[src/rtl/core/cia_pkg.sv]
package cia_pkg;

   localparam int unsigned DATA_W    = 64;
   localparam int unsigned NUM_STEPS = DATA_W;
   localparam int unsigned CNT_W     = $clog2(NUM_STEPS);

   localparam logic [DATA_W-1:0] MIN_VALUE = {1'b1, {(DATA_W-1){1'b0}}};

   typedef enum logic [2:0] {
      OP_ADD = 3'd0,
      OP_SUB = 3'd1,
      OP_MUL = 3'd2,
      OP_DIV = 3'd3,
      OP_REM = 3'd4
   } op_type;

   typedef enum logic [1:0] {
      ST_OK    = 2'd0,
      ST_DOM   = 2'd1,
      ST_RANGE = 2'd2,
      ST_SKIP  = 2'd3
   } status_type;

   // controller to datapath
   typedef struct packed {
      logic load;
      logic step;
      logic finish;
   } dp_cmd_type;

   // datapath to controller
   typedef struct packed {
      logic iter_next;
   } dp_sts_type;

endpackage

[src/rtl/core/cia_req_if.sv]
interface cia_req_if;
   logic        valid;
   logic        ready;
   logic [2:0]  req_type;
   logic signed [63:0] element;
   logic signed [63:0] operand;
   logic        last_in;

   modport source (output valid, req_type, element, operand, last_in, input ready);
   modport sink   (input valid, req_type, element, operand, last_in, output ready);
endinterface

[src/rtl/core/cia_rsp_if.sv]
interface cia_rsp_if;
   logic        valid;
   logic        ready;
   logic signed [63:0] new_value;
   logic [1:0]  status;
   logic        last_out;

   modport source (output valid, new_value, status, last_out, input ready);
   modport sink   (input valid, new_value, status, last_out, output ready);
endinterface

[src/rtl/core/checked_int64_alu.sv]
// checked_int64_alu: overflow-checked signed 64-bit add, subtract, multiply,
// divide and remainder applied to the elements of a run.
// req_bus carries one element, operand, operation code and last marker per
// beat; rsp_bus returns one beat with the new value, status and last marker.
// One item is processed at a time; req_bus.ready is high only while idle.
// Add, subtract, unused codes, skipped elements and divide errors found up
// front go from idle straight to the finish state, which registers the result.
// Multiply, divide and remainder run 64 steps of one shared shift-add /
// restoring-subtract unit in the calc state before the finish state; no new
// item is taken until the previous one has left the finish state.
// The response sits in an output register; while the sink stalls a new item
// is still taken and computed, and it waits in its final state until the
// output register frees up.
// After the first error in a run, the rest of that run comes back as
// skipped; the error flag clears after the beat marked last.
// Synchronous reset clears the controller, the pending response and the
// run error flag.
module checked_int64_alu
   import cia_pkg::*;
(
   input logic       clock,
   input logic       reset,
   cia_req_if.sink   req_bus,
   cia_rsp_if.source rsp_bus
);

   dp_cmd_type cmd;
   dp_sts_type sts;

   cia_ctrl u_ctrl (
      .clock     (clock),
      .reset     (reset),
      .req_valid (req_bus.valid),
      .req_ready (req_bus.ready),
      .rsp_valid (rsp_bus.valid),
      .rsp_ready (rsp_bus.ready),
      .cmd       (cmd),
      .sts       (sts)
   );

   cia_datapath u_datapath (
      .clock     (clock),
      .reset     (reset),
      .cmd       (cmd),
      .sts       (sts),
      .req_type  (req_bus.req_type),
      .element   (req_bus.element),
      .operand   (req_bus.operand),
      .last_in   (req_bus.last_in),
      .new_value (rsp_bus.new_value),
      .status    (rsp_bus.status),
      .last_out  (rsp_bus.last_out)
   );

endmodule

[src/rtl/core/cia_datapath.sv]
module cia_datapath
   import cia_pkg::*;
(
   input  logic               clock,
   input  logic               reset,
   input  dp_cmd_type         cmd,
   output dp_sts_type         sts,
   input  logic [2:0]         req_type,
   input  logic signed [63:0] element,
   input  logic signed [63:0] operand,
   input  logic               last_in,
   output logic signed [63:0] new_value,
   output logic [1:0]         status,
   output logic               last_out
);

   logic [DATA_W-1:0] x_u, y_u, ax, ay, add_r, sub_r;
   logic              xneg, yneg, add_ovf, sub_ovf, pre_iter;
   status_type        pre_status;
   logic [DATA_W-1:0] pre_value;

   logic              run_failed_ff, run_failed_in;
   op_type            op_ff;
   logic              last_ff, xneg_ff, sgn_diff_ff, iter_ff;
   status_type        pre_status_ff;
   logic [DATA_W-1:0] pre_value_ff, x_ff, mag_ff;
   logic [DATA_W-1:0] acc_hi_ff, acc_hi_in, acc_lo_ff, acc_lo_in;

   logic signed [63:0] new_value_ff;
   status_type         status_ff;
   logic               last_out_ff;

   assign x_u  = element;
   assign y_u  = operand;
   assign xneg = x_u[DATA_W-1];
   assign yneg = y_u[DATA_W-1];
   assign ax   = xneg ? (~x_u + 1'b1) : x_u;
   assign ay   = yneg ? (~y_u + 1'b1) : y_u;

   assign add_r   = x_u + y_u;
   assign sub_r   = x_u - y_u;
   assign add_ovf = ((x_u[DATA_W-1] ^ add_r[DATA_W-1]) & (y_u[DATA_W-1] ^ add_r[DATA_W-1]));
   assign sub_ovf = ((x_u[DATA_W-1] ^ y_u[DATA_W-1]) & (x_u[DATA_W-1] ^ sub_r[DATA_W-1]));

   // results that need no iteration are settled at accept time
   always_comb begin
      pre_status = ST_OK;
      pre_value  = x_u;
      pre_iter   = 1'b0;
      if (run_failed_ff) begin
         pre_status = ST_SKIP;
      end else begin
         case (op_type'(req_type)) inside
            OP_ADD: begin
               if (add_ovf) pre_status = ST_RANGE;
               else pre_value = add_r;
            end
            OP_SUB: begin
               if (sub_ovf) pre_status = ST_RANGE;
               else pre_value = sub_r;
            end
            OP_MUL: pre_iter = 1'b1;
            OP_DIV, OP_REM: begin
               if (y_u == '0) pre_status = ST_DOM;
               else if ((x_u == MIN_VALUE) && (&y_u)) pre_status = ST_RANGE;
               else pre_iter = 1'b1;
            end
            default: pre_iter = 1'b0;
         endcase
      end
   end

   assign sts.iter_next = pre_iter;

   // one shift-add or restore-subtract per step
   logic              is_mul;
   logic [DATA_W:0]   mul_sum, div_trial, div_diff;
   logic              div_ge;

   assign is_mul    = (op_ff == OP_MUL);
   assign mul_sum   = {1'b0, acc_hi_ff} + (acc_lo_ff[0] ? {1'b0, mag_ff} : '0);
   assign div_trial = {acc_hi_ff, acc_lo_ff[DATA_W-1]};
   assign div_diff  = div_trial - {1'b0, mag_ff};
   assign div_ge    = (div_trial >= {1'b0, mag_ff});

   always_comb begin
      acc_hi_in = acc_hi_ff;
      acc_lo_in = acc_lo_ff;
      if (cmd.load) begin
         acc_hi_in = '0;
         acc_lo_in = (op_type'(req_type) == OP_MUL) ? ay : ax;
      end else if (cmd.step) begin
         if (is_mul) begin
            acc_hi_in = mul_sum[DATA_W:1];
            acc_lo_in = {mul_sum[0], acc_lo_ff[DATA_W-1:1]};
         end else begin
            acc_hi_in = div_ge ? div_diff[DATA_W-1:0] : div_trial[DATA_W-1:0];
            acc_lo_in = {acc_lo_ff[DATA_W-2:0], div_ge};
         end
      end
   end

   // final sign fix and checks
   logic              mul_ovf, neg_res;
   logic [DATA_W-1:0] mag_res, fin_val, out_val;
   status_type        fin_status;

   assign mul_ovf = (acc_hi_ff != '0) ||
                    (sgn_diff_ff ? (acc_lo_ff > MIN_VALUE) : (acc_lo_ff >= MIN_VALUE));
   assign mag_res = (op_ff == OP_REM) ? acc_hi_ff : acc_lo_ff;
   assign neg_res = (op_ff == OP_REM) ? xneg_ff : sgn_diff_ff;
   assign fin_val = neg_res ? (~mag_res + 1'b1) : mag_res;

   always_comb begin
      if (iter_ff) begin
         fin_status = (is_mul && mul_ovf) ? ST_RANGE : ST_OK;
         out_val    = (fin_status == ST_OK) ? fin_val : x_ff;
      end else begin
         fin_status = pre_status_ff;
         out_val    = pre_value_ff;
      end
   end

   assign run_failed_in = !last_ff &&
                          (run_failed_ff || (fin_status == ST_DOM) || (fin_status == ST_RANGE));

   always_ff @(posedge clock) begin
      if (reset) begin
         run_failed_ff <= 1'b0;
      end else if (cmd.finish) begin
         run_failed_ff <= run_failed_in;
      end
   end

   always_ff @(posedge clock) begin
      acc_hi_ff <= acc_hi_in;
      acc_lo_ff <= acc_lo_in;
      if (cmd.load) begin
         op_ff         <= op_type'(req_type);
         x_ff          <= x_u;
         xneg_ff       <= xneg;
         sgn_diff_ff   <= xneg ^ yneg;
         last_ff       <= last_in;
         iter_ff       <= pre_iter;
         pre_status_ff <= pre_status;
         pre_value_ff  <= pre_value;
         mag_ff        <= (op_type'(req_type) == OP_MUL) ? ax : ay;
      end
      if (cmd.finish) begin
         new_value_ff <= out_val;
         status_ff    <= fin_status;
         last_out_ff  <= last_ff;
      end
   end

   assign new_value = new_value_ff;
   assign status    = status_ff;
   assign last_out  = last_out_ff;

endmodule

[src/rtl/core/cia_ctrl.sv]
module cia_ctrl
   import cia_pkg::*;
(
   input  logic       clock,
   input  logic       reset,
   input  logic       req_valid,
   output logic       req_ready,
   output logic       rsp_valid,
   input  logic       rsp_ready,
   output dp_cmd_type cmd,
   input  dp_sts_type sts
);

   typedef enum logic [2:0] {
      S_IDLE   = 3'b001,
      S_CALC   = 3'b010,
      S_FINISH = 3'b100
   } state_type;

   state_type        state_ff, state_in;
   logic [CNT_W-1:0] cnt_ff, cnt_in;
   logic             rsp_valid_ff, rsp_valid_in;
   logic             out_free;

   assign out_free = !rsp_valid_ff || rsp_ready;

   always_comb begin
      state_in   = state_ff;
      cnt_in     = cnt_ff;
      cmd        = '0;
      req_ready  = 1'b0;
      unique case (state_ff)
         S_IDLE: begin
            req_ready = 1'b1;
            if (req_valid) begin
               cmd.load = 1'b1;
               state_in = sts.iter_next ? S_CALC : S_FINISH;
            end
         end
         S_CALC: begin
            cmd.step = 1'b1;
            cnt_in   = cnt_ff + 1'b1;
            if (cnt_ff == CNT_W'(NUM_STEPS - 1)) begin
               cnt_in   = '0;
               state_in = S_FINISH;
            end
         end
         S_FINISH: begin
            if (out_free) begin
               cmd.finish = 1'b1;
               state_in   = S_IDLE;
            end
         end
         default: state_in = S_IDLE;
      endcase
   end

   // output register holds a beat until the sink takes it
   assign rsp_valid_in = cmd.finish ? 1'b1 : (rsp_valid_ff && !rsp_ready);

   always_ff @(posedge clock) begin
      if (reset) begin
         state_ff     <= S_IDLE;
         cnt_ff       <= '0;
         rsp_valid_ff <= 1'b0;
      end else begin
         state_ff     <= state_in;
         cnt_ff       <= cnt_in;
         rsp_valid_ff <= rsp_valid_in;
      end
   end

   assign rsp_valid = rsp_valid_ff;

   a_cnt_idle: assert property (@(posedge clock) disable iff (reset)
      (state_ff != S_CALC) |-> (cnt_ff == '0))
      else $error("step counter not cleared outside calc");

   a_finish_free: assert property (@(posedge clock) disable iff (reset)
      cmd.finish |-> out_free)
      else $error("result written over an unread beat");

   a_finish_valid: assert property (@(posedge clock) disable iff (reset)
      cmd.finish |=> rsp_valid_ff)
      else $error("finished result not presented");

   a_load_idle: assert property (@(posedge clock) disable iff (reset)
      cmd.load |-> ((state_ff == S_IDLE) && req_valid && !cmd.step && !cmd.finish))
      else $error("load outside idle");

   a_calc_len: assert property (@(posedge clock) disable iff (reset)
      ((state_ff == S_CALC) && (cnt_ff == CNT_W'(NUM_STEPS - 1))) |=> (state_ff == S_FINISH))
      else $error("calc did not end after last step");

endmodule

[src/flat_wrapper.sv]
// flat-port wrapper written by rule: the top's interface ports become plain ports
module checked_int64_alu_flat import cia_pkg::*;
  (clock, reset, req_bus_valid, req_bus_req_type, req_bus_element, req_bus_operand, req_bus_last_in, req_bus_ready, rsp_bus_valid, rsp_bus_new_value, rsp_bus_status, rsp_bus_last_out, rsp_bus_ready);
  cia_req_if req_bus_i ();
  cia_rsp_if rsp_bus_i ();
  input logic clock;
  input logic reset;
  input wire logic [$bits(req_bus_i.valid)-1:0] req_bus_valid;
  input wire logic [$bits(req_bus_i.req_type)-1:0] req_bus_req_type;
  input wire logic [$bits(req_bus_i.element)-1:0] req_bus_element;
  input wire logic [$bits(req_bus_i.operand)-1:0] req_bus_operand;
  input wire logic [$bits(req_bus_i.last_in)-1:0] req_bus_last_in;
  output wire logic [$bits(req_bus_i.ready)-1:0] req_bus_ready;
  output wire logic [$bits(rsp_bus_i.valid)-1:0] rsp_bus_valid;
  output wire logic [$bits(rsp_bus_i.new_value)-1:0] rsp_bus_new_value;
  output wire logic [$bits(rsp_bus_i.status)-1:0] rsp_bus_status;
  output wire logic [$bits(rsp_bus_i.last_out)-1:0] rsp_bus_last_out;
  input wire logic [$bits(rsp_bus_i.ready)-1:0] rsp_bus_ready;
  assign req_bus_i.valid = req_bus_valid;
  assign req_bus_i.req_type = req_bus_req_type;
  assign req_bus_i.element = req_bus_element;
  assign req_bus_i.operand = req_bus_operand;
  assign req_bus_i.last_in = req_bus_last_in;
  assign req_bus_ready = req_bus_i.ready;
  assign rsp_bus_valid = rsp_bus_i.valid;
  assign rsp_bus_new_value = rsp_bus_i.new_value;
  assign rsp_bus_status = rsp_bus_i.status;
  assign rsp_bus_last_out = rsp_bus_i.last_out;
  assign rsp_bus_i.ready = rsp_bus_ready;
  checked_int64_alu u_core (.clock(clock), .reset(reset), .req_bus(req_bus_i), .rsp_bus(rsp_bus_i));
endmodule
[config.mk]
export PLATFORM = sky130hd
export DESIGN_NAME = checked_int64_alu_flat
export DESIGN_NICKNAME = d
export VERILOG_FILES = /design/src/rtl/core/cia_pkg.sv /design/src/rtl/core/cia_req_if.sv /design/src/rtl/core/cia_rsp_if.sv /design/src/rtl/core/checked_int64_alu.sv /design/src/rtl/core/cia_datapath.sv /design/src/rtl/core/cia_ctrl.sv /design/src/flat_wrapper.sv
export SDC_FILE = /design/constraint.sdc
export NUM_CORES = 2
export LEC_CHECK = 0
export BUFFER_PORTS_ARGS = -buffer_cell sky130_fd_sc_hd__buf_4
export CELL_PAD_IN_SITES_DETAIL_PLACEMENT = 0
export CELL_PAD_IN_SITES_GLOBAL_PLACEMENT = 1
export CORE_MARGIN = 2
export CORE_UTILIZATION = 48
export CTS_CLUSTER_DIAMETER = 80
export DETAILED_ROUTE_END_ITERATION = 10
export HOLD_SLACK_MARGIN = 0.02
export PLACE_DENSITY_LB_ADDON = 0.1
export SLEW_MARGIN = 20
export SYNTH_ARGS = -nofsm -noshare
export SYNTH_HDL_FRONTEND = slang
export SYNTH_SLANG_ARGS = --single-unit
[constraint.sdc]
create_clock -name clock -period 11.1 [get_ports clock]
set_input_delay 0.555 -clock clock [delete_from_list [all_inputs] [get_ports clock]]
set_output_delay 0.555 -clock clock [all_outputs]
set_load 0.005 [all_outputs]
==> results.md <==
* first-pass GRT wire length: 232000 um
* Hold Fails Final Rpt: 0
* startpoint type of the worst setup path: primary input
* total number of vias: 39400
* Synth-to-Final Area Change: 9.64%
* post-synthesis average cell area: 7.97 um^2
* final HPWL from detailed placement: 123000 um
* data required time at the worst endpoint: 11.47 ns
* antenna violations before repair: 5
* total wirelength of the detailed-routed design: 157000 um
* number of buffers inserted by hold repair at cts: 0
* TritonCTS clock tree: yes
* power per standard cell area: 121 nW/um^2
* clock latency on the worst-skew pair: 0.62 ns
* proportion of synthesized flip-flops having asynchronous set or reset: 0%
* post-layout power: 5.25 mW
* unrepaired setup endpoints after global routing: no
* proportion of layout cells with a drive suffix above 1: 8.32%
* final global-route overflow total: 0
* count of H-tree levels built during CTS: 2
* Least-Margin Pin Slew: 1.27 ns
* wire per inst: 25.8 um
* Setup Crit Path Kind: in2reg
* count of antenna-violating nets left after detailed routing: 0
* crit path capture type: flop
* Pre-Repair DR Iteration Count: 6
* path class of the lowest-slack min-delay path: in2reg
* reported max-cap violation count: 0
* number of buffers created by CTS: 48
* post-synthesis sequential element count: 406
* most used cells in the layout excluding fill and tap cells: nand2_1 (578), a21oi_1 (452), nor2_1 (379), o21ai_0 (370), edfxtp_1 (331)
* clock transition at the register clock pins on the worst setup and hold paths after CTS: 0.06 ns
* net switching power figure: 1.95 mW
* horizontal die dimension: 291 um
* Post-Syn Nets: 5362
* Nets: 5363
* number of rows created at floorplan: 105
* Buffers on Ports: 204
* number of instances in the synthesized netlist: 4961
* Total Neg Setup Slack: 0 ns
* number of failing setup endpoints in the final timing report: 0
* result of the run: finished clean
* maximum number of pins on one net before global-route repair: 97
* area of the die: 84600 um^2
* starting utilization of the core area: 48.3%
* clock sink count: 406
* starting DRC count in detailed routing: 5429
* worst setup slack for register-to-register paths: 5.47 ns
* Logic pwr share: 32.3%
* proportion of power drawn by flip-flops and latches: 36.7%
* vertical extent of the die: 291 um
* vias in the first global route: 35800
* placed cell areas: 41700 um^2
* most common cell after layout, fill and taps aside: nand2_1
* most common flop cell mapped by yosys: edfxtp_1
* final core utilization: 52.9%
* f_max: 137 MHz
* Worst EP arrival: 7.66 ns
* final-report max-slew violation count: 0
* Min Hold Slack: 0.118 ns
* total core area: 81800 um^2
* relative slew slack: 14.5%
* internal power: 3.30 mW
* Mapped Area: 39500 um^2
* drc violations: 0
* share of the yosys chip area belonging to registers: 29.0%
* ratio of final minimum period to clock period: 65.7%
* peak supply drop: 115 uV
* count of different cell masters after synthesis: 90
* global routing usage summed across all routing layers: 35.7%
* shortest clock period the worst path allows after layout: 7.29 ns
* number of gates resized after cts: 0
* via count normalized by instance count: 6.48
* worst setup skew after layout: 0.0373 ns
* warning count from the yosys run: 0
* Setup Buffers After CTS: 0
* maximum buffer depth of the clock tree: 3
* CP Max Fanout: 41
* switching part of the total: 37.2%
* top-level I/O count: 205
* share of total power in the clock network: 30.9%
* post-route cell area: 43300 um^2
* count of flip-flops with a built-in enable after synthesis: 331
* clock root cell: clkbuf_16
* Pleak: 17.5 nW
* final weighted congestion in routability-driven placement: 1.01
sequential cells by signal (all words and copies together) (netlist names):
signal,count
u_core.u_datapath.op_ff,3
u_core.u_datapath.last_ff,1
u_core.u_ctrl.cnt_ff,6
u_core.u_datapath.mag_ff,64
u_core.u_datapath.pre_value_ff,64
u_core.u_datapath.sgn_diff_ff,1
u_core.u_ctrl.rsp_valid,1
u_core.u_datapath.x_ff,63
u_core.u_datapath.run_failed_ff,1
u_core.u_datapath.acc_lo_ff,64
u_core.u_datapath.status,2
u_core.u_datapath.xneg_ff,1
u_core.u_datapath.last_out,1
u_core.u_datapath.iter_ff,1
u_core.u_datapath.pre_status_ff,2
u_core.u_ctrl.state_ff,3
u_core.u_datapath.new_value,64
u_core.u_datapath.acc_hi_ff,64
power groups by stage:
stage	registers, mW	clock network [mW]	logic, mW
floorplan	1.92	0	1.09
global placement	1.95	0	1.63
detailed placement	1.95	0	1.63
CTS	1.92	1.64	1.64
global route	1.94	1.69	1.82
finish	1.93	1.62	1.70
worst max-delay path, cell delays in order:
cell	delay (ns)
buf_4	0.14
inv_1	0.09
ha_1	0.52
nand4_1	0.21
a2111oi_0	0.68
o31ai_1	0.28
nand3_1	0.31
a21o_1	0.18
o21ai_0	0.20
a211oi_1	0.64
nor2_1	0.18
o21ai_0	0.31
a221o_1	0.20
a21oi_1	0.08
fa_1	0.52
nand3_1	0.17
o2111a_2	0.48
buf_4	0.51
nor2_1	0.16
nor2_1	0.80
o211ai_1	0.18
a22o_1	0.23
synthesized netlist by cell type, types with 36 or more instances:
cell type / number / area share [%]
nand3_1: 94 / 1.2
edfxtp_1: 331 / 25
nand4_1: 98 / 1.6
and3_1: 38 / 0.60
a221o_1: 36 / 0.91
nor2_1: 382 / 3.6
ha_1: 259 / 8.2
o21bai_1: 63 / 1.2
o31ai_1: 82 / 1.6
and2_1: 89 / 1.4
nand2b_1: 37 / 0.59
inv_1: 238 / 2.3
a21oi_1: 452 / 5.7
xor2_1: 125 / 2.8
mux2i_1: 139 / 3.5
o211ai_1: 37 / 0.70
a21o_1: 101 / 1.9
o21ai_0: 370 / 4.7
a31oi_1: 130 / 2.1
xnor2_1: 182 / 4.0
clkbuf_1: 268 / 2.5
a211oi_1: 63 / 1.2
nor4_1: 66 / 1.0
nand2_1: 580 / 5.5
nor3_1: 107 / 1.4
dfxtp_1: 75 / 3.8
logic make-up (layout without fill, tap and decap cells):
family	after synthesis	count (layout)	share of synthesized area, %
AND/OR/NAND/NOR	1638	1638	19.7
buffers and inverters	536	577	5.10
adder cells (fa/ha/maj)	265	265	8.50
XOR/XNOR	307	307	6.80
flip-flops	406	406	29.0
multiplexers	158	158	4.06
other	0	3	0
AO/OA/AOI/OAI	1651	1651	26.9
final timing paths:
check                        startpoint                            endpoint  cells after the start
max                  req_bus_operand[6]  u_core.u_datapath.pre_value_ff[42]                     22
min                     req_bus_last_in           u_core.u_datapath.last_ff                      1
max reg2reg  u_core.u_datapath.op_ff[2]     u_core.u_datapath.new_value[38]                     12
min reg2reg     u_core.u_ctrl.cnt_ff[1]             u_core.u_ctrl.cnt_ff[1]                      2
metrics by stage:
step | cells | worst slack (ns)
finish | 6075 | 3.81
global route | 6075 | 3.32
CTS | 6072 | 3.89
detailed placement | 5982 | 3.25
global placement | 5982 | 3.41
floorplan | 4961 | 3.29
cell type report:
cell class,instances,area [um^2]
fill,7854,38500
multi-input combinational,4019,26200
sequential,406,11400
timing repair buffer,246,1860
tap,1070,1340
clock buffer,54,1220
inverter,241,912
clock inverter,36,359
antenna,3,7.51
per-layer routing:
metal	global-route usage (%)	part of all wire, %
met1	55.8	47
met2	50.1	40
met3	4.53	9.2
met4	11.7	3.7
met5	0	0
No activity file was read; power rests on OpenSTA's default activity.
